==> src/design/assert_macros.svh <==
// ---------------------------------------------------------------------------
// Assertion macros
// Shared concurrent assertion forms for the frustum test core.
// ---------------------------------------------------------------------------
`ifndef ASSERT_MACROS_SVH
`define ASSERT_MACROS_SVH

// Consequent must hold in the same cycle as the antecedent.
`define ASSERT_SAME(label, clk, rst_n, ante, cons) \
	label: assert property (@(posedge clk) disable iff (!rst_n) (ante) |-> (cons)) \
		else $error("assertion failed");

// Consequent must hold in the cycle after the antecedent.
`define ASSERT_NEXT(label, clk, rst_n, ante, cons) \
	label: assert property (@(posedge clk) disable iff (!rst_n) (ante) |=> (cons)) \
		else $error("assertion failed");

`endif

==> src/design/fct_pkg.sv <==
// ---------------------------------------------------------------------------
// fct_pkg
// Types and constants shared by the frustum test core.
// ---------------------------------------------------------------------------
package fct_pkg;

	localparam int PLANE_REGS = 6;
	localparam int CFG_IDX_W  = 3;
	localparam int CFG_DATA_W = 64;
	localparam int COORD_W    = 16;
	localparam int PROD_W     = 32;
	localparam int SUM_W      = 34;
	localparam int Q_SHIFT    = 14;

	localparam logic ACT_POINT = 1'b0;
	localparam logic ACT_BOX   = 1'b1;

	typedef logic signed [COORD_W-1:0] coord_t;

	typedef struct packed {
		logic signed [COORD_W-1:0] a;
		logic signed [COORD_W-1:0] b;
		logic signed [COORD_W-1:0] c;
		logic signed [COORD_W-1:0] d;
	} plane_t;

	typedef struct packed {
		logic ld_s2;
		logic ld_s3;
	} adv_t;

endpackage

==> src/design/fct_plane_dot.sv <==
// ---------------------------------------------------------------------------
// fct_plane_dot
// Two pipeline stages for one plane: products of the chosen corner, then the
// signed sum and the positive-side decision.
// ---------------------------------------------------------------------------
module fct_plane_dot (
	input  logic                    clk,
	input  fct_pkg::adv_t           adv,
	input  fct_pkg::plane_t         plane,
	input  logic                    box_s1,
	input  fct_pkg::coord_t [2:0]   lo_s1,
	input  fct_pkg::coord_t [2:0]   hi_s1,
	output logic                    pass_s3
);

	logic signed [fct_pkg::COORD_W-1:0] coef [3];
	fct_pkg::coord_t                    sel [3];
	logic signed [fct_pkg::PROD_W-1:0]  prod_s2 [3];
	logic signed [fct_pkg::COORD_W-1:0] d_s2;
	logic signed [fct_pkg::SUM_W-1:0]   sum;

	// A box reaches its largest sum at the corner that takes, on each axis,
	// the larger bound for a non-negative coefficient and the smaller otherwise.
	always_comb begin
		coef[0] = plane.a;
		coef[1] = plane.b;
		coef[2] = plane.c;
		for (int k = 0; k < 3; k++) begin
			sel[k] = (box_s1 && !coef[k][fct_pkg::COORD_W-1]) ? hi_s1[k] : lo_s1[k];
		end
	end

	always_ff @(posedge clk) begin
		if (adv.ld_s2) begin
			for (int k = 0; k < 3; k++) begin
				prod_s2[k] <= coef[k] * sel[k];
			end
			d_s2 <= plane.d;
		end
	end

	always_comb begin
		sum = {{(fct_pkg::SUM_W-fct_pkg::PROD_W){prod_s2[0][fct_pkg::PROD_W-1]}}, prod_s2[0]}
		    + {{(fct_pkg::SUM_W-fct_pkg::PROD_W){prod_s2[1][fct_pkg::PROD_W-1]}}, prod_s2[1]}
		    + {{(fct_pkg::SUM_W-fct_pkg::PROD_W){prod_s2[2][fct_pkg::PROD_W-1]}}, prod_s2[2]}
		    + {{(fct_pkg::SUM_W-fct_pkg::COORD_W-fct_pkg::Q_SHIFT){d_s2[fct_pkg::COORD_W-1]}},
		       d_s2, {fct_pkg::Q_SHIFT{1'b0}}};
	end

	always_ff @(posedge clk) begin
		if (adv.ld_s3) begin
			pass_s3 <= !sum[fct_pkg::SUM_W-1] && (sum != '0);
		end
	end

endmodule

==> config.mk <==
export PLATFORM = sky130hd
export DESIGN_NAME = fct_plane_dot
export DESIGN_NICKNAME = d
export VERILOG_FILES = /design/src/design/assert_macros.svh /design/src/design/fct_pkg.sv /design/src/design/fct_plane_dot.sv
export SDC_FILE = /design/constraint.sdc
export NUM_CORES = 2
export LEC_CHECK = 0
export ABC_CLOCK_PERIOD_IN_PS = 10600
export BUFFER_PORTS_ARGS = -buffer_cell sky130_fd_sc_hd__buf_2
export CAP_MARGIN = 20
export CORE_MARGIN = 2
export CORE_UTILIZATION = 65
export CTS_CLUSTER_DIAMETER = 40
export CTS_CLUSTER_SIZE = 40
export DETAILED_ROUTE_END_ITERATION = 16
export PLACE_DENSITY = 0.95
export SLEW_MARGIN = 20
export SYNTH_ARGS = -nofsm -noshare
export SYNTH_HDL_FRONTEND = slang
export SYNTH_SLANG_ARGS = --single-unit
==> constraint.sdc <==
create_clock -name clk -period 10.6 [get_ports clk]
set_clock_uncertainty 0.1 [all_clocks]
set_input_delay 0.53 -clock clk [delete_from_list [all_inputs] [get_ports clk]]
set_output_delay 0.53 -clock clk [all_outputs]
set_load 0.01 [all_outputs]
# After elaboration in Yosys (flattened, before gate mapping)
# Memory sizes are Yosys's and may differ from the RTL's.
# Index checks and enable logic that the tools add are counted.
# Widths: inputs -> output; s select.
# totals
regBits,17
ramBits,96
input_bits,164
out_inout_bits,1
mem_count,1
# memory_table
name,words,width,rd,rd_ports_with_merged_regs,wr,line_no,rtl
prod_s2,3,32,3,0,3,fct_plane_dot.sv:18,logic signed [fct_pkg::PROD_W-1:0] prod_s2 [3];
# op_classes
add_sub_neg,3
mul,3
muxes,5
n_reduce_logical,9
# op_table
cell,count
$mul 16x16->32,3
$mux 16,3
$add 33x32->34,1
$add 34x34->34,1
$reduce_bool 34->1,1
$add 32x32->33,1
$logic_and 1x1->1,4
$logic_not 1->1,4
$mux 1,2

# Logic depth before layout (Yosys ltp)
# depth
word_depth,5
mapped_depth,28
mapped_depth_nobuf,24

# Worst setup path before layout
# No wires, ideal clock.
# synth_timing
path_kind,in2reg
startpoint,input box_s1
endpoint,"memory prod_s2[0][63] in the netlist's numbering, data pin"
setup_time_ns,0.207
arrival_ns,7.511
required_time_ns,10.293
path_slack_ns,2.782
path_stages,26
cell_sequence,nor2b_1 clkbuf_1 buf_1 mux2i_1 clkbuf_1 nor2b_1 fa_1 inv_1 fa_1 fa_1 inv_1 fa_1 fa_1 inv_1 fa_1 inv_1 ha_1 and3_1 and2_1 o211ai_1 a21boi_0 o21ai_0 a2111oi_0 o31ai_1 mux2i_1 a2111oi_0
# synth_lines
element,line_no,rtl
from (decl),fct_plane_dot.sv:10,"input logic box_s1,"
to (decl),fct_plane_dot.sv:18,

==> results.cfg <==
[detailed_routing]
drt_pre_antenna_iters = 7
routedWlPerCell_microns = 20.5
dr.first_iter.drc_count = 2579
vias = 27647
vias_per_cell = 6.05
post-route-drc-count = 0
detail-route-antenna-nets = 0
wl_microns = 93700

[floorplanning]
fp.dieW_microns = 241
initial_utilization_pct = 65.9
rows = 86
pin_count = 165
die_y_microns = 241
die-area_sq_um = 57800
coreArea_sq_um = 55200

[sta]
tightestPinTransition_ps = 1070
finalWorstPathRequiredPeriod_ps = 8430
max_slew_margin_pct = 27.4
setup_violations = 0
finalHoldViolations = 0
period_share_pct = 79.6
max_freq_ghz = 0.119
rsz0062_at_grt = no
maxSlewViolCount = 0
setup_tns_ps = 0

[critical_path]
critical_path_arrival_ps = 8530
cpPeakStageDelay_ps = 870
critPathRequiredTime_ps = 10690
worst_path_max_delay_cell = a2111oi_0
crit_top_cell = fa_1
critPathMaxFanout = 16
path_cells = buf_2 > nor2b_1 > buf_4 > mux2_2 > nand2_1 > fa_1 > fa_1 > fa_1 > inv_1 > fa_1 > fa_1 > inv_1 > fa_1 > inv_1 > ha_1 > and3_1 > and2_1 > o211ai_1 > a21boi_0 > o21ai_0 > a2111oi_0 > o31ai_1 > mux2i_1 > a2111oi_0
critical_path.endpoint_type = flop
cpLargestDelayFamily = adder cells
cp.buffers_inverters = 5
criticalPathCategory = in -> reg
start_kind = input port

[cts]
clk_latency_ps = 430
cts_buffer_depth = 2
h-tree-depth = 4
cts_hold_buffers = 0
cts_tree = yes
root_buffer = clkbuf_16
clock_sinks = 113
cts_buffers = 17
cts_resized = 0
cts_setup_buffers = 0
clk_pin_slew_ps = 60

[synthesis]
yosysWarnings = 0
synth_top_flop_cell = edfxtp_1
syn_avg_cell_area_sq_um = 9.78
syn_nets = 5009
yosysSeqAreaShare_pct = 9.33
async_reset_ff_share_pct = 0
synth.distinct_cells = 71
synth_area_sq_um = 36400
synth_cells = 3717
ys_ff_latch = 113
synth_edf_count = 113

[grt]
track_usage_pct = 34.3
use_met2_pct = 56.8
use_met1_pct = 41.7
grt_antenna_before_repair = 6
grt_pass1_wl_microns = 154000
grt_use_met3_pct = 7.19
overflow = 0
grt.busiest_layer = met2
grt_pass1_vias = 31009
grt_max_degree = 59

[layout]
nets = 5098
fill_cells = 3470
area_growth_pct = 5.86
drive_gt1_share_pct = 7.10

[flow_run]
drv_cap = 0

[placed_design]
dpl.hpwl_microns = 75600
port_buffers = 164
place_congestion = 0.966

[hold_path]
hp-class = in -> reg

[status]
status = complete, no violations
cell usage after synthesis, types with 37 or more instances:
cell	count	area share, %
clkbuf_1	112	1.2
ha_1	290	10
nand2_1	354	3.7
xnor2_1	100	2.4
inv_1	864	8.9
o21ai_0	52	0.72
a21o_1	37	0.76
nand2b_1	45	0.77
edfxtp_1	113	9.3
and2_1	154	2.6
fa_1	838	46
nor2b_1	251	4.3
nor2_1	100	1.0
a21oi_1	87	1.2
per-layer routing:
metal	wire (microns)	vias to the layer above
li1	-	11451
met5	41	-
met2	45900	1953
met3	9430	586
met4	6450	6
met1	31900	13651
worst register-to-register path: cells and delay by family (launching register included):
family / cells / cell delay [ps]
flip-flops: 1 / 450
AND/OR/NAND/NOR: 4 / 1300
adder cells (fa/ha/maj): 3 / 1210
AO/OA/AOI/OAI: 5 / 1820
final cells by class:
type,instances,area (sq um),share of cell area (%)
multi-input combinational,2625,29300,76.2
sequential,113,3390,8.82
inverter,864,3240,8.43
timing repair buffer,185,981,2.55
tap,748,936,2.43
clock buffer,18,429,1.11
clock inverter,13,185,0.481
antenna,3,7.51,0.0195
registers in the layout (all words and copies together) (netlist names):
register,flops
d_s2,16
pass_s3,1
prod_s2,96
through the flow:
step                hold slack, ps  worst slack (ps)  instances  instance area (sq um)  utilization, %
floorplan                      529              2780       3717                  36400               -
global route                   177              1820       4569                  38500            69.7
global placement               608              2370       4535                  37900            68.6
CTS                            172              2370       4566                  38500            69.7
detailed placement             610              2110       4535                  37900            68.6
finish                         181              2170       4569                  38500            69.7
cell usage in the layout (no fill, tap or decap), types with 17 or more instances in the layout:
cell       Yosys  final
inv_1        864    864
fa_1         838    838
nand2_1      354    354
ha_1         290    290
nor2b_1      251    251
buf_2          0    163
and2_1       154    154
edfxtp_1     113    113
nor2_1       100    100
xnor2_1      100    100
a21oi_1       87     87
o21ai_0       52     52
nand2b_1      45     45
a21o_1        37     37
mux2_2        29     29
mux2i_1       27     23
a211oi_1      22     22
buf_4          0     22
nor3_1        20     20
nand3_1       18     18
o21bai_1      17     17
xor2_1        17     17
clkbuf_16      0     17
logic make-up after synthesis:
kind of cell / Yosys count / synth area share, %
flops: 113 / 9.33
buf+inv: 979 / 10.1
simple gates: 1014 / 14.3
xor+xnor: 117 / 2.82
compound gates: 310 / 5.66
mux: 56 / 1.64
fa+ha+maj: 1128 / 56.1
worst paths after layout:
check,endpoint,depth (start not counted),slack [ps],from
worst max-delay path,prod_s2[0][63]$_DFFE_PP_,24,2170,box_s1
worst min-delay path,d_s2[2]$_DFFE_PP_,1,180,plane[2]
worst max register to register,pass_s3$_DFFE_PP_,12,5460,prod_s2[0][4]$_DFFE_PP_
worst min register to register,pass_s3$_DFFE_PP_,4,1030,prod_s2[0][95]$_DFFE_PP_
Power is not shown: default switching activity piles up to over one toggle a cycle in this logic, so the estimate is an artifact.
