### src/design/assert_macros.svh
// ---------------------------------------------------------------------------
// Assertion macros
// Shared concurrent assertion forms for the frustum test core.
// ---------------------------------------------------------------------------
`ifndef ASSERT_MACROS_SVH
`define ASSERT_MACROS_SVH

// Consequent must hold in the same cycle as the antecedent.
`define ASSERT_SAME(label, clk, rst_n, ante, cons) \
	label: assert property (@(posedge clk) disable iff (!rst_n) (ante) |-> (cons)) \
		else $error("assertion failed");

// Consequent must hold in the cycle after the antecedent.
`define ASSERT_NEXT(label, clk, rst_n, ante, cons) \
	label: assert property (@(posedge clk) disable iff (!rst_n) (ante) |=> (cons)) \
		else $error("assertion failed");

`endif

### src/design/fct_pkg.sv
// ---------------------------------------------------------------------------
// fct_pkg
// Types and constants shared by the frustum test core.
// ---------------------------------------------------------------------------
package fct_pkg;

	localparam int PLANE_REGS = 6;
	localparam int CFG_IDX_W  = 3;
	localparam int CFG_DATA_W = 64;
	localparam int COORD_W    = 16;
	localparam int PROD_W     = 32;
	localparam int SUM_W      = 34;
	localparam int Q_SHIFT    = 14;

	localparam logic ACT_POINT = 1'b0;
	localparam logic ACT_BOX   = 1'b1;

	typedef logic signed [COORD_W-1:0] coord_t;

	typedef struct packed {
		logic signed [COORD_W-1:0] a;
		logic signed [COORD_W-1:0] b;
		logic signed [COORD_W-1:0] c;
		logic signed [COORD_W-1:0] d;
	} plane_t;

	typedef struct packed {
		logic ld_s2;
		logic ld_s3;
	} adv_t;

endpackage

### src/design/fct_plane_regs.sv
// ---------------------------------------------------------------------------
// fct_plane_regs
// Configuration storage for the clipping planes, cleared at reset.
// ---------------------------------------------------------------------------
module fct_plane_regs (
	input  logic                                 clk,
	input  logic                                 arst_n,
	input  logic                                 cfg_write,
	input  logic [fct_pkg::CFG_IDX_W-1:0]        cfg_index,
	input  logic [fct_pkg::CFG_DATA_W-1:0]       cfg_data,
	output fct_pkg::plane_t [fct_pkg::PLANE_REGS-1:0] planes
);

	fct_pkg::plane_t [fct_pkg::PLANE_REGS-1:0] plane_q;

	always_ff @(posedge clk or negedge arst_n) begin
		if (!arst_n) begin
			plane_q <= '0;
		end else if (cfg_write && (cfg_index < fct_pkg::CFG_IDX_W'(fct_pkg::PLANE_REGS))) begin
			plane_q[cfg_index] <= fct_pkg::plane_t'(cfg_data);
		end
	end

	assign planes = plane_q;

endmodule

### config.mk
export PLATFORM = sky130hd
export DESIGN_NAME = fct_plane_regs
export DESIGN_NICKNAME = d
export VERILOG_FILES = /design/src/design/assert_macros.svh /design/src/design/fct_pkg.sv /design/src/design/fct_plane_regs.sv
export SDC_FILE = /design/constraint.sdc
export NUM_CORES = 1
export LEC_CHECK = 0
export BUFFER_PORTS_ARGS = -buffer_cell sky130_fd_sc_hd__buf_2
export CORE_MARGIN = 2
export CORE_UTILIZATION = 45
export CTS_BUF_LIST = sky130_fd_sc_hd__clkbuf_2
export CTS_CLUSTER_DIAMETER = 100
export DETAILED_ROUTE_END_ITERATION = 6
export PLACE_DENSITY = 0.71
export SETUP_SLACK_MARGIN = 0.3
export SLEW_MARGIN = 20
export SYNTH_ARGS = -nofsm -noshare
export SYNTH_HDL_FRONTEND = slang
export SYNTH_SLANG_ARGS = --single-unit
### constraint.sdc
create_clock -name clk -period 1 [get_ports clk]
set_input_delay 0.2 -clock clk [delete_from_list [all_inputs] [get_ports clk]]
set_output_delay 0.2 -clock clk [all_outputs]
set_load 0.01 [all_outputs]
---- After elaboration in Yosys (flattened, before gate mapping) ----
Index checks and enable logic that the tools add are counted.
word-level totals
  logic and storage cells ................. 32
  bits in registers ....................... 384
  output and inout port bits .............. 384
  bits of input ports ..................... 70
operators by class
  order comparisons ....................... 3
  reductions and logical operators ........ 2
  multiplexer cells ....................... 3
operators with widths
  operator                                                     count
  bitwise mux 384 bit                                          1
  demux 64 bit (select 3 bit)                                  1
  2-to-1 mux 64 bit                                            1
  less-than comparator 3 x 4 -> 1 bit (second input constant)  1
  >= comparator 3 x 1 -> 1 bit (second input constant)         1
  less-than comparator 3 bit (second input constant)           1
  logical AND 1 bit                                            2

---- Depth between registers and ports, before layout ----
Gate-level depths: netlist (run 1).
  depth in word-level cells ............... 5
  gate-level depth with buffers ........... 4
  depth with buffers taken out ............ 2

---- Worst setup path after synthesis (run 1) ----
Ideal clock, no wire load.
  kind .................................... input to register
  from .................................... input port cfg_index[1] (netlist name)
  to ...................................... register plane_q, in the netlist planes[0]
  path buffers ............................ 2
  required time ........................... 0.873 ns
  slack ................................... -0.243 ns
  stages on the path ...................... 4
  arrival time ............................ 1.116 ns
  library setup time ...................... 0.127 ns
  cells stage by stage .................... nor4b_2 -> buf_4 -> buf_6 -> mux2_1
on the way
  word-level cells in the longest chain between the ends .. 5
  elaborated cells between the ends (all ways) .. 8
  classes of those cells .................. order compare (3); mux (3); reduce/logical (2)
RTL lines
  item                                                                                                       RTL line              source
  from (decl)                                                                                                fct_plane_regs.sv:9   input logic [fct_pkg::CFG_IDX_W-1:0] cfg_index,
  less-than comparator 3 x 4 -> 1 bit (not written as such) or >= comparator 3 x 1 -> 1 bit (tied branches)  fct_plane_regs.sv:20  plane_q[cfg_index] <= fct_pkg::plane_t'(cfg_data);
  logical AND 1 bit (not written as such)                                                                    fct_plane_regs.sv:20
  2-to-1 mux 64 bit (not written as such)                                                                    fct_plane_regs.sv:20
  demux 64 bit (select 3 bit)                                                                                fct_plane_regs.sv:20
  bitwise mux 384 bit                                                                                        fct_plane_regs.sv:20
  to (signal, indexed assignment)                                                                            fct_plane_regs.sv:20
  to (decl)                                                                                                  fct_plane_regs.sv:14  fct_pkg::plane_t [fct_pkg::PLANE_REGS-1:0] plane_q;
Parallel ways exist; a longest one is shown, timed or not.
A chain may end at the register's enable or synchronous reset.

---- Worst setup path in the final report (run 1) ----
  from .................................... register plane_q, in the netlist planes[121]
  to ...................................... output port planes[121] (netlist name)
RTL lines
  item       RTL line              source
  to (decl)  fct_plane_regs.sv:11  output fct_pkg::plane_t [fct_pkg::PLANE_REGS-1:0] planes
No word-level cell between the ends.

==> impl_metrics.py, run 1 <==
metrics = {
    "worst_setup_path": {
        "path_delay_family": "flip-flops",
        "critPathLaunchType": "flip-flop",
        "worst-path-max-fanout": 2,
        "crit_chain": "buf_2",
        "slowest_delay_ps": 480,
        "critPathKind": "reg -> out",
        "worstPathRequired_ps": 800,
        "cp.buffers_inverters": 1,
        "cp.arrival_ps": 1620,
        "slowest_stage": "dfrtp_1",
        "crit_path_end_kind": "primary output",
    },
    "placed_design": {
        "hpwl_um": 27900,
        "dp_cells": 1738,
        "portBuffers": 453,
        "gp_congestion": 0.802,
    },
    "clock_tree": {
        "cts_sinks": 384,
        "hold_buffers": 73,
        "htreeDepth": 3,
        "clk_latency_ps": 910,
        "clockBufferDepth": 3,
        "numCtsBuffers": 95,
        "ctsRootBufferMaster": "clkbuf_2",
        "cts_tree": "done",
        "cts.clk_slew.worst_paths_ps": 150,
    },
    "drt": {
        "vias_per_cell": 5.02,
        "drtAntennaViolNets": 0,
        "drt_wl_total_um": 54600,
        "drc_errors": 0,
        "wire_per_inst_um": 23.6,
        "vias": 11600,
        "dr.pass1.iters": 5,
        "drt_iter0_drc": 554,
    },
    "sta": {
        "hold_violations": 16,
        "period_minus_slack_ps": 1820,
        "rsz0062_at_grt": "yes",
        "slew_headroom_pct": 57.1,
        "tightest_slew_ps": 642,
        "setup_ws_ps": -823,
        "finClkSkew_ps": 0,
        "hold_slack_ps": -148,
        "max_freq_ghz": 0.548,
        "tns_ps": -279000,
        "slew_viol_final": 0,
        "finalCritPeriodShare_pct": 182,
        "finalSetupViolCount": 448,
    },
    "synthesis": {
        "syn-num-nets": 886,
        "ys_ff_latch": 384,
        "yosys_warnings": 0,
        "syn_area_per_cell_um2": 18.7,
        "synthesis.area_um2": 15200,
        "ys_types": 11,
        "yosysSeqAreaShare_pct": 63.0,
        "syn_inst": 816,
    },
    "floorplan": {
        "design.core.area_um2": 33400,
        "rows": 67,
        "die_x_um": 188,
        "die_h_um": 188,
        "top_level_ports": 454,
        "dieArea_um2": 35400,
        "initial_core_util_pct": 45.6,
    },
    "cells_and_area": {
        "layout_commonest_cell": "dfrtp_1",
        "largest_register_ff_count": 384,
        "final_cells": 2311,
        "drive_gt1_share_pct": 73.6,
        "area_growth_pct": 63.6,
        "multi_input_area_um2": 5730,
        "seqCellArea_um2": 9610,
        "fillCellCount": 1844,
        "nets": 1858,
        "layout_common_cells": "dfrtp_1, buf_6, mux2_4, buf_2, buf_4",
    },
    "outcome": {
        "outcome": "finished, violations left",
        "violations": "negative hold slack, negative setup slack",
    },
    "power_and_ir_drop": {
        "ir_drop_v": 0.00137,
        "leakage_nw": 12.9,
        "power_density_nw_per_um2": 2150,
    },
    "global_route": {
        "grt.total_usage_pct": 26.3,
        "grt.overflow.total": 0,
        "grt_pass1_vias": 11800,
        "grt_max_degree": 49,
        "antenna_found_initial": 1,
        "grt_pass1_wl_um": 70900,
    },
    "run": {
        "maxCapViolations": 0,
    },
    "hold_path": {
        "hold_class": "in -> reg",
    },
}
[routing by layer]
layer  global-route usage [%]  vias up  part of all wire (%)
met5                        0        -                     0
met4                     13.5        0                   4.8
met3                     8.55      168                   7.2
met2                     42.3      576                    49
met1                     31.6     5991                    39
li1                         -     4872                     -
[power by group]
group,internal [W],switching [W]
Sequential,0.0189,0.00283
Combinational,0.0133,0.00731
Clock,0.00417,0.00695
Total,0.0364,0.0171
[kinds of logic (layout without fill, tap and decap cells)]
group / after synthesis / after routing / synth area share (%)
muxes: 384 / 384 / 32.8
other: 0 / 1 / 0
DFF: 384 / 384 / 63.0
buffers and inverters: 42 / 1088 / 3.69
and+or+nand+nor: 6 / 6 / 0.460
[worst paths after layout]
path	from	end	slack (ps)	cells past startpoint
max	planes[121]	planes[121]	-820	1
min	cfg_write	planes[223]	-150	4
max reg2reg	planes[142]	planes[142]	-110	3
min reg2reg	planes[228]	planes[228]	520	1
max in group asynchronous	arst_n	planes[368]	280	3
min in group asynchronous	arst_n	planes[126]	150	3
[through the flow]
step	setup WS [ps]	utilization [%]	instance area (µm²)	total power, W
floorplan	-220	-	15800	0.0273
global placement	-515	56.3	18800	0.0327
detailed placement	-564	56.3	18800	0.0330
CTS	-938	68.5	22900	0.0485
global route	-932	74.5	24900	0.0557
finish	-823	74.5	24900	0.0535
[what timing repair did]
action                                 CTS  global route
resized for setup                      247           221
endpoints found under the hold margin  768           245
cloned                                   0             0
setup endpoints to repair              768           768
buffers inserted                       186           142
[synthesized netlist by cell type]
master | number | share of area (%)
dfrtp_1 | 384 | 63
mux2_4 | 180 | 18
mux2_1 | 170 | 13
mux2_2 | 34 | 2.5
buf_6 | 27 | 2.0
buf_12 | 12 | 1.6
and4bb_1 | 3 | 0.25
buf_2 | 2 | 0.066
nand4b_1 | 2 | 0.11
buf_4 | 1 | 0.049
nor4b_2 | 1 | 0.098
[cell type report]
| cell class | count | area share, % |
|---|---|---|
| Timing Repair Buffer | 917 | 32.7 |
| Multi-Input combinational cell | 390 | 23.0 |
| Clock inverter | 35 | 0.773 |
| Tap cell | 448 | 2.25 |
| Clock buffer | 136 | 2.73 |
| Antenna cell | 1 | 0.0100 |
| Sequential cell | 384 | 38.6 |
Power figures use the tool's default switching activity.
==> inputs of run 2 (changes only) <==
- CORE_AREA: unset -> 2 2 178 180
- CORE_MARGIN: 2 -> unset
- CORE_UTILIZATION: 45 -> unset
- DIE_AREA: unset -> 0 0 180 182
- PLACE_DENSITY: 0.71 -> 0.77
==> impl_metrics.py, run 2 (synthesis results as in run 1) <==
metrics = {
    "cells_and_area": {
        "largest_register_ff_count": 384,
        "layout_commonest_cell": "dfrtp_1",
        "area_growth_pct": 61.6,
        "fillCellCount": 1439,
        "nets": 1882,
        "final_cells": 2290,
        "seqCellArea_um2": 9610,
        "drive_gt1_share_pct": 74.0,
        "layout_common_cells": "dfrtp_1, mux2_4, buf_4, buf_2, buf_6",
        "multi_input_area_um2": 5700,
    },
    "worst_setup_path": {
        "critPathLaunchType": "flip-flop",
        "crit_chain": "buf_2",
        "worstPathRequired_ps": 800,
        "slowest_stage": "dfrtp_1",
        "worst-path-max-fanout": 2,
        "crit_path_end_kind": "primary output",
        "cp.arrival_ps": 1610,
        "critPathKind": "reg -> out",
        "slowest_delay_ps": 450,
        "r2r_cells": 3,
        "path_delay_family": "flip-flops",
        "cp.buffers_inverters": 1,
        "r2r_start": "planes[270]",
        "rr_endpoint": "planes[270]",
        "timing.reg2reg.setup_slack_ps": -120,
    },
    "floorplan": {
        "die_h_um": 182,
        "design.core.area_um2": 31000,
        "top_level_ports": 454,
        "die_x_um": 180,
        "rows": 65,
        "dieArea_um2": 32800,
        "initial_core_util_pct": 49.2,
    },
    "clock_tree": {
        "numCtsBuffers": 94,
        "cts_sinks": 384,
        "htreeDepth": 3,
        "clk_latency_ps": 950,
        "hold_buffers": 66,
        "ctsRootBufferMaster": "clkbuf_2",
        "clockBufferDepth": 3,
        "cts_tree": "done",
        "cts.clk_slew.worst_paths_ps": 160,
    },
    "global_route": {
        "grt_max_degree": 67,
        "antenna_found_initial": 2,
        "grt.overflow.total": 0,
        "grt.total_usage_pct": 29.9,
        "grt_pass1_wl_um": 75300,
        "grt_pass1_vias": 12500,
    },
    "drt": {
        "vias": 12200,
        "vias_per_cell": 5.35,
        "drc_errors": 0,
        "drt_wl_total_um": 58500,
        "dr.pass1.iters": 6,
        "drt_iter0_drc": 797,
        "drtAntennaViolNets": 0,
        "wire_per_inst_um": 25.6,
    },
    "sta": {
        "period_minus_slack_ps": 1810,
        "rsz0062_at_grt": "yes",
        "max_freq_ghz": 0.551,
        "finalCritPeriodShare_pct": 181,
        "finClkSkew_ps": 0,
        "hold_violations": 181,
        "tightest_slew_ps": 396,
        "setup_ws_ps": -814,
        "finalSetupViolCount": 468,
        "hold_slack_ps": -350,
        "slew_viol_final": 0,
        "slew_headroom_pct": 73.6,
        "tns_ps": -283200,
    },
    "placed_design": {
        "portBuffers": 453,
        "dp_cells": 1708,
        "gp_congestion": 0.804,
        "pre_cts_ws_ps": -580,
        "hpwl_um": 28200,
    },
    "hold_path": {
        "hold_class": "in -> async",
    },
    "power_and_ir_drop": {
        "power_density_nw_per_um2": 2190,
        "ir_drop_v": 0.00220,
        "leakage_nw": 12.9,
    },
    "run": {
        "maxCapViolations": 0,
    },
    "outcome": {
        "violations": "negative hold slack, negative setup slack",
        "outcome": "finished, violations left",
    },
}
## run 2: changes by cell type in the layout (fill, tap and decap cells not counted), sizes merged
| cell | change |
|---|---|
| inv | +1 |
| dlygate4sd3 | -8 |
| bufinv | +1 |
| clkinv | -2 |
| clkbuf | -1 |
| buf | +33 |
| diode | +1 |
## run 2: worst reg2reg max path, delay by kind of cell, from the launching register on
kind / cells / cell delay [ps]
buffers and inverters: 2 / 280
DFF: 1 / 450
muxes: 1 / 280
## run 2: worst max path at each step
| stage | start | to | slack [ps] | cells past startpoint |
|---|---|---|---|---|
| 2_1_floorplan | cfg_index[1] | planes[0] | -220 | 4 |
| 3_3_place_gp | cfg_index[1] | planes[47] | -560 | 5 |
| 3_5_place_dp | cfg_index[1] | planes[3] | -580 | 5 |
| 4_1_cts | planes[172] | planes[172] | -890 | 1 |
| 5_1_grt | planes[143] | planes[143] | -910 | 1 |
| 6_report | planes[251] | planes[251] | -810 | 1 |
## run 2: timing repair
action | 4_1_cts | 5_1_grt
resized for setup | 220 | 105
setup buffers | 193 | 152
setup endpoints to repair | 768 | 1152
pin swaps | 0 | 0
endpoints found under the hold margin | 768 | 384
## run 2: final cells by class
class / instances / share of cell area (%)
Tap cell: 402 / 2.04
Clock inverter: 35 / 0.904
Clock buffer: 135 / 2.74
Multi-Input combinational cell: 390 / 23.1
Timing Repair Buffer: 942 / 32.2
Sequential cell: 384 / 39.0
Antenna cell: 2 / 0.0203
## run 2: where the power goes
group | switching (W) | total, W | internal (W)
clock | 0.00730 | 0.0117 | 0.00442
combinational | 0.00762 | 0.0204 | 0.0128
sequential | 0.00282 | 0.0218 | 0.0189
total | 0.0177 | 0.0539 | 0.0362
## run 2: stage by stage
stage	util [%]	power [W]	instance area, µm²
3_3_place_gp	61.1	0.0326	18900
4_1_cts	74.1	0.0486	23000
2_1_floorplan	-	0.0273	15800
6_report	79.5	0.0539	24600
5_1_grt	79.5	0.0558	24600
3_5_place_dp	61.1	0.0331	18900
## run 2: metal layers
| metal | track usage, % | wire length, µm | part of all wire, % |
|---|---|---|---|
| met1 | 37.0 | 21700 | 37 |
| met4 | 15.1 | 2990 | 5.1 |
| met2 | 48.2 | 29000 | 49 |
| met3 | 8.82 | 4900 | 8.4 |
| met5 | 0 | 0 | 0 |
==> inputs of run 3 (changes only) <==
- PLACE_DENSITY: 0.77 -> 0.79
==> impl_metrics.py, run 3 (synthesis results as in run 1) <==
metrics = {
    "clock_tree": {
        "htreeDepth": 3,
        "hold_buffers": 66,
        "clk_latency_ps": 910,
        "cts.clk_slew.worst_paths_ps": 180,
        "clockBufferDepth": 3,
        "numCtsBuffers": 93,
        "ctsRootBufferMaster": "clkbuf_2",
        "cts_tree": "done",
        "cts_sinks": 384,
    },
    "cells_and_area": {
        "area_growth_pct": 65.9,
        "design_area_um2": 25300,
        "layout_common_cells": "buf_6, dfrtp_1, mux2_4, buf_2, buf_4",
        "utilization_pct": 81.6,
        "layout_commonest_cell": "buf_6",
        "largest_register_ff_count": 384,
        "nets": 1889,
        "drive_gt1_share_pct": 74.3,
    },
    "worst_setup_path": {
        "critPathKind": "reg -> out",
        "slowest_delay_ps": 470,
        "cp.buffers_inverters": 1,
        "crit_path_end_kind": "primary output",
        "worst-path-max-fanout": 2,
        "slowest_stage": "dfrtp_1",
        "timing.reg2reg.setup_slack_ps": -90,
        "critPathLaunchType": "flip-flop",
        "path_delay_family": "flip-flops",
        "r2r_cells": 3,
        "cp.arrival_ps": 1620,
        "rr_endpoint": "planes[126]",
        "r2r_start": "planes[126]",
        "worstPathRequired_ps": 800,
        "crit_chain": "buf_2",
    },
    "drt": {
        "wl_met1_um": 22800,
        "dr.pass1.iters": 7,
        "drc_errors": 0,
        "vias": 12400,
        "vias_per_cell": 5.44,
        "route.met2.wl_um": 31500,
        "drtAntennaViolNets": 0,
        "wl_met3_um": 5410,
        "drt_wl_total_um": 63200,
        "top_layer": "met4",
        "wire_per_inst_um": 27.6,
        "drt_iter0_drc": 880,
    },
    "floorplan": {
        "rows": 65,
        "initial_core_util_pct": 49.2,
        "design.core.area_um2": 31000,
        "dieArea_um2": 32800,
        "die_x_um": 180,
        "die_h_um": 182,
        "top_level_ports": 454,
    },
    "sta": {
        "finalSetupViolCount": 456,
        "slew_viol_final": 0,
        "slew_headroom_pct": 56.8,
        "rsz0062_at_grt": "yes",
        "hold_slack_ps": -234,
        "hold_violations": 16,
        "tightest_slew_ps": 648,
        "max_freq_ghz": 0.550,
        "finalCritPeriodShare_pct": 182,
        "setup_ws_ps": -819,
        "period_minus_slack_ps": 1820,
        "finClkSkew_ps": 0,
    },
    "power_and_ir_drop": {
        "power_density_nw_per_um2": 2190,
        "ir_drop_v": 0.00153,
        "leakage_nw": 13.1,
    },
    "placed_design": {
        "pre_cts_ws_ps": -557,
        "hpwl_um": 27900,
        "gp_congestion": 0.789,
        "place_area_um2": 18800,
        "portBuffers": 453,
    },
    "global_route": {
        "antenna_found_initial": 3,
        "grt_pass1_wl_um": 75700,
        "grt_max_degree": 57,
        "grt.overflow.total": 0,
        "grt_pass1_vias": 12600,
        "grt.total_usage_pct": 29.9,
    },
    "outcome": {
        "violations": "negative hold slack, negative setup slack",
        "outcome": "finished, violations left",
    },
    "hold_path": {
        "hold_class": "in -> async",
    },
    "run": {
        "maxCapViolations": 0,
    },
}
==> run 3: changes by cell type in the layout (fill, tap and decap cells not counted) <==
| cell | before | now |
|---|---|---|
| buf_12 | 34 | 24 |
| buf_2 | 273 | 257 |
| buf_4 | 319 | 156 |
| buf_6 | 250 | 447 |
| bufinv_16 | 3 | 1 |
| clkbuf_2 | 135 | 132 |
| clkinv_1 | 24 | 25 |
| clkinv_2 | 4 | 3 |
| clkinvlp_4 | 2 | 0 |
| diode_2 | 2 | 3 |
| inv_2 | 2 | 0 |
| mux2_1 | 16 | 9 |
| mux2_2 | 26 | 23 |
| mux2_4 | 342 | 352 |
==> run 3: how the worst max path moves through the flow <==
| stage | startpoint | to | slack (ps) | cells after the start |
|---|---|---|---|---|
| 2_1_floorplan | cfg_index[1] | planes[0] | -220 | 4 |
| 3_3_place_gp | cfg_index[1] | planes[351] | -530 | 4 |
| 3_5_place_dp | cfg_index[0] | planes[319] | -560 | 4 |
| 4_1_cts | planes[192] | planes[192] | -770 | 1 |
| 5_1_grt | planes[246] | planes[246] | -900 | 1 |
| 6_report | planes[246] | planes[246] | -820 | 1 |
==> run 3: power breakdown <==
| part | total, W | switching [W] | internal, W |
|---|---|---|---|
| clock | 0.0111 | 0.00733 | 0.00377 |
| combinational | 0.0222 | 0.00804 | 0.0141 |
| sequential | 0.0222 | 0.00327 | 0.0189 |
| total | 0.0555 | 0.0186 | 0.0368 |
==> run 3: final cells by class <==
type	instances	area, µm²
Fill cell	1363	5690
Tap cell	402	503
Clock inverter	29	139
Sequential cell	384	9610
Antenna cell	3	7.51
Multi-Input combinational cell	390	5740
Clock buffer	132	661
Timing Repair Buffer	950	8640
==> run 3: routing by layer <==
layer	vias to the layer above	GRT usage, %
met3	238	9.23
li1	4935	-
met5	-	0
met2	803	50.9
met4	0	14.0
met1	6473	34.7
==> run 3: what timing repair did <==
| action | CTS | global route |
|---|---|---|
| pin swaps | 0 | 0 |
| gates resized for setup | 229 | 306 |
| hold endpoints to repair | 768 | 60 |
| buffers inserted | 202 | 157 |
| endpoints found under the setup margin | 768 | 768 |
==> run 3: per-stage QoR <==
stage / cells / setup TNS (ps) / power, W
2_1_floorplan: 816 / -63310 / 0.0273
3_3_place_gp: 1701 / -168470 / 0.0326
3_5_place_dp: 1701 / -177740 / 0.0330
4_1_cts: 2130 / -274880 / 0.0479
5_1_grt: 2290 / -307510 / 0.0572
6_report: 2290 / -266750 / 0.0555
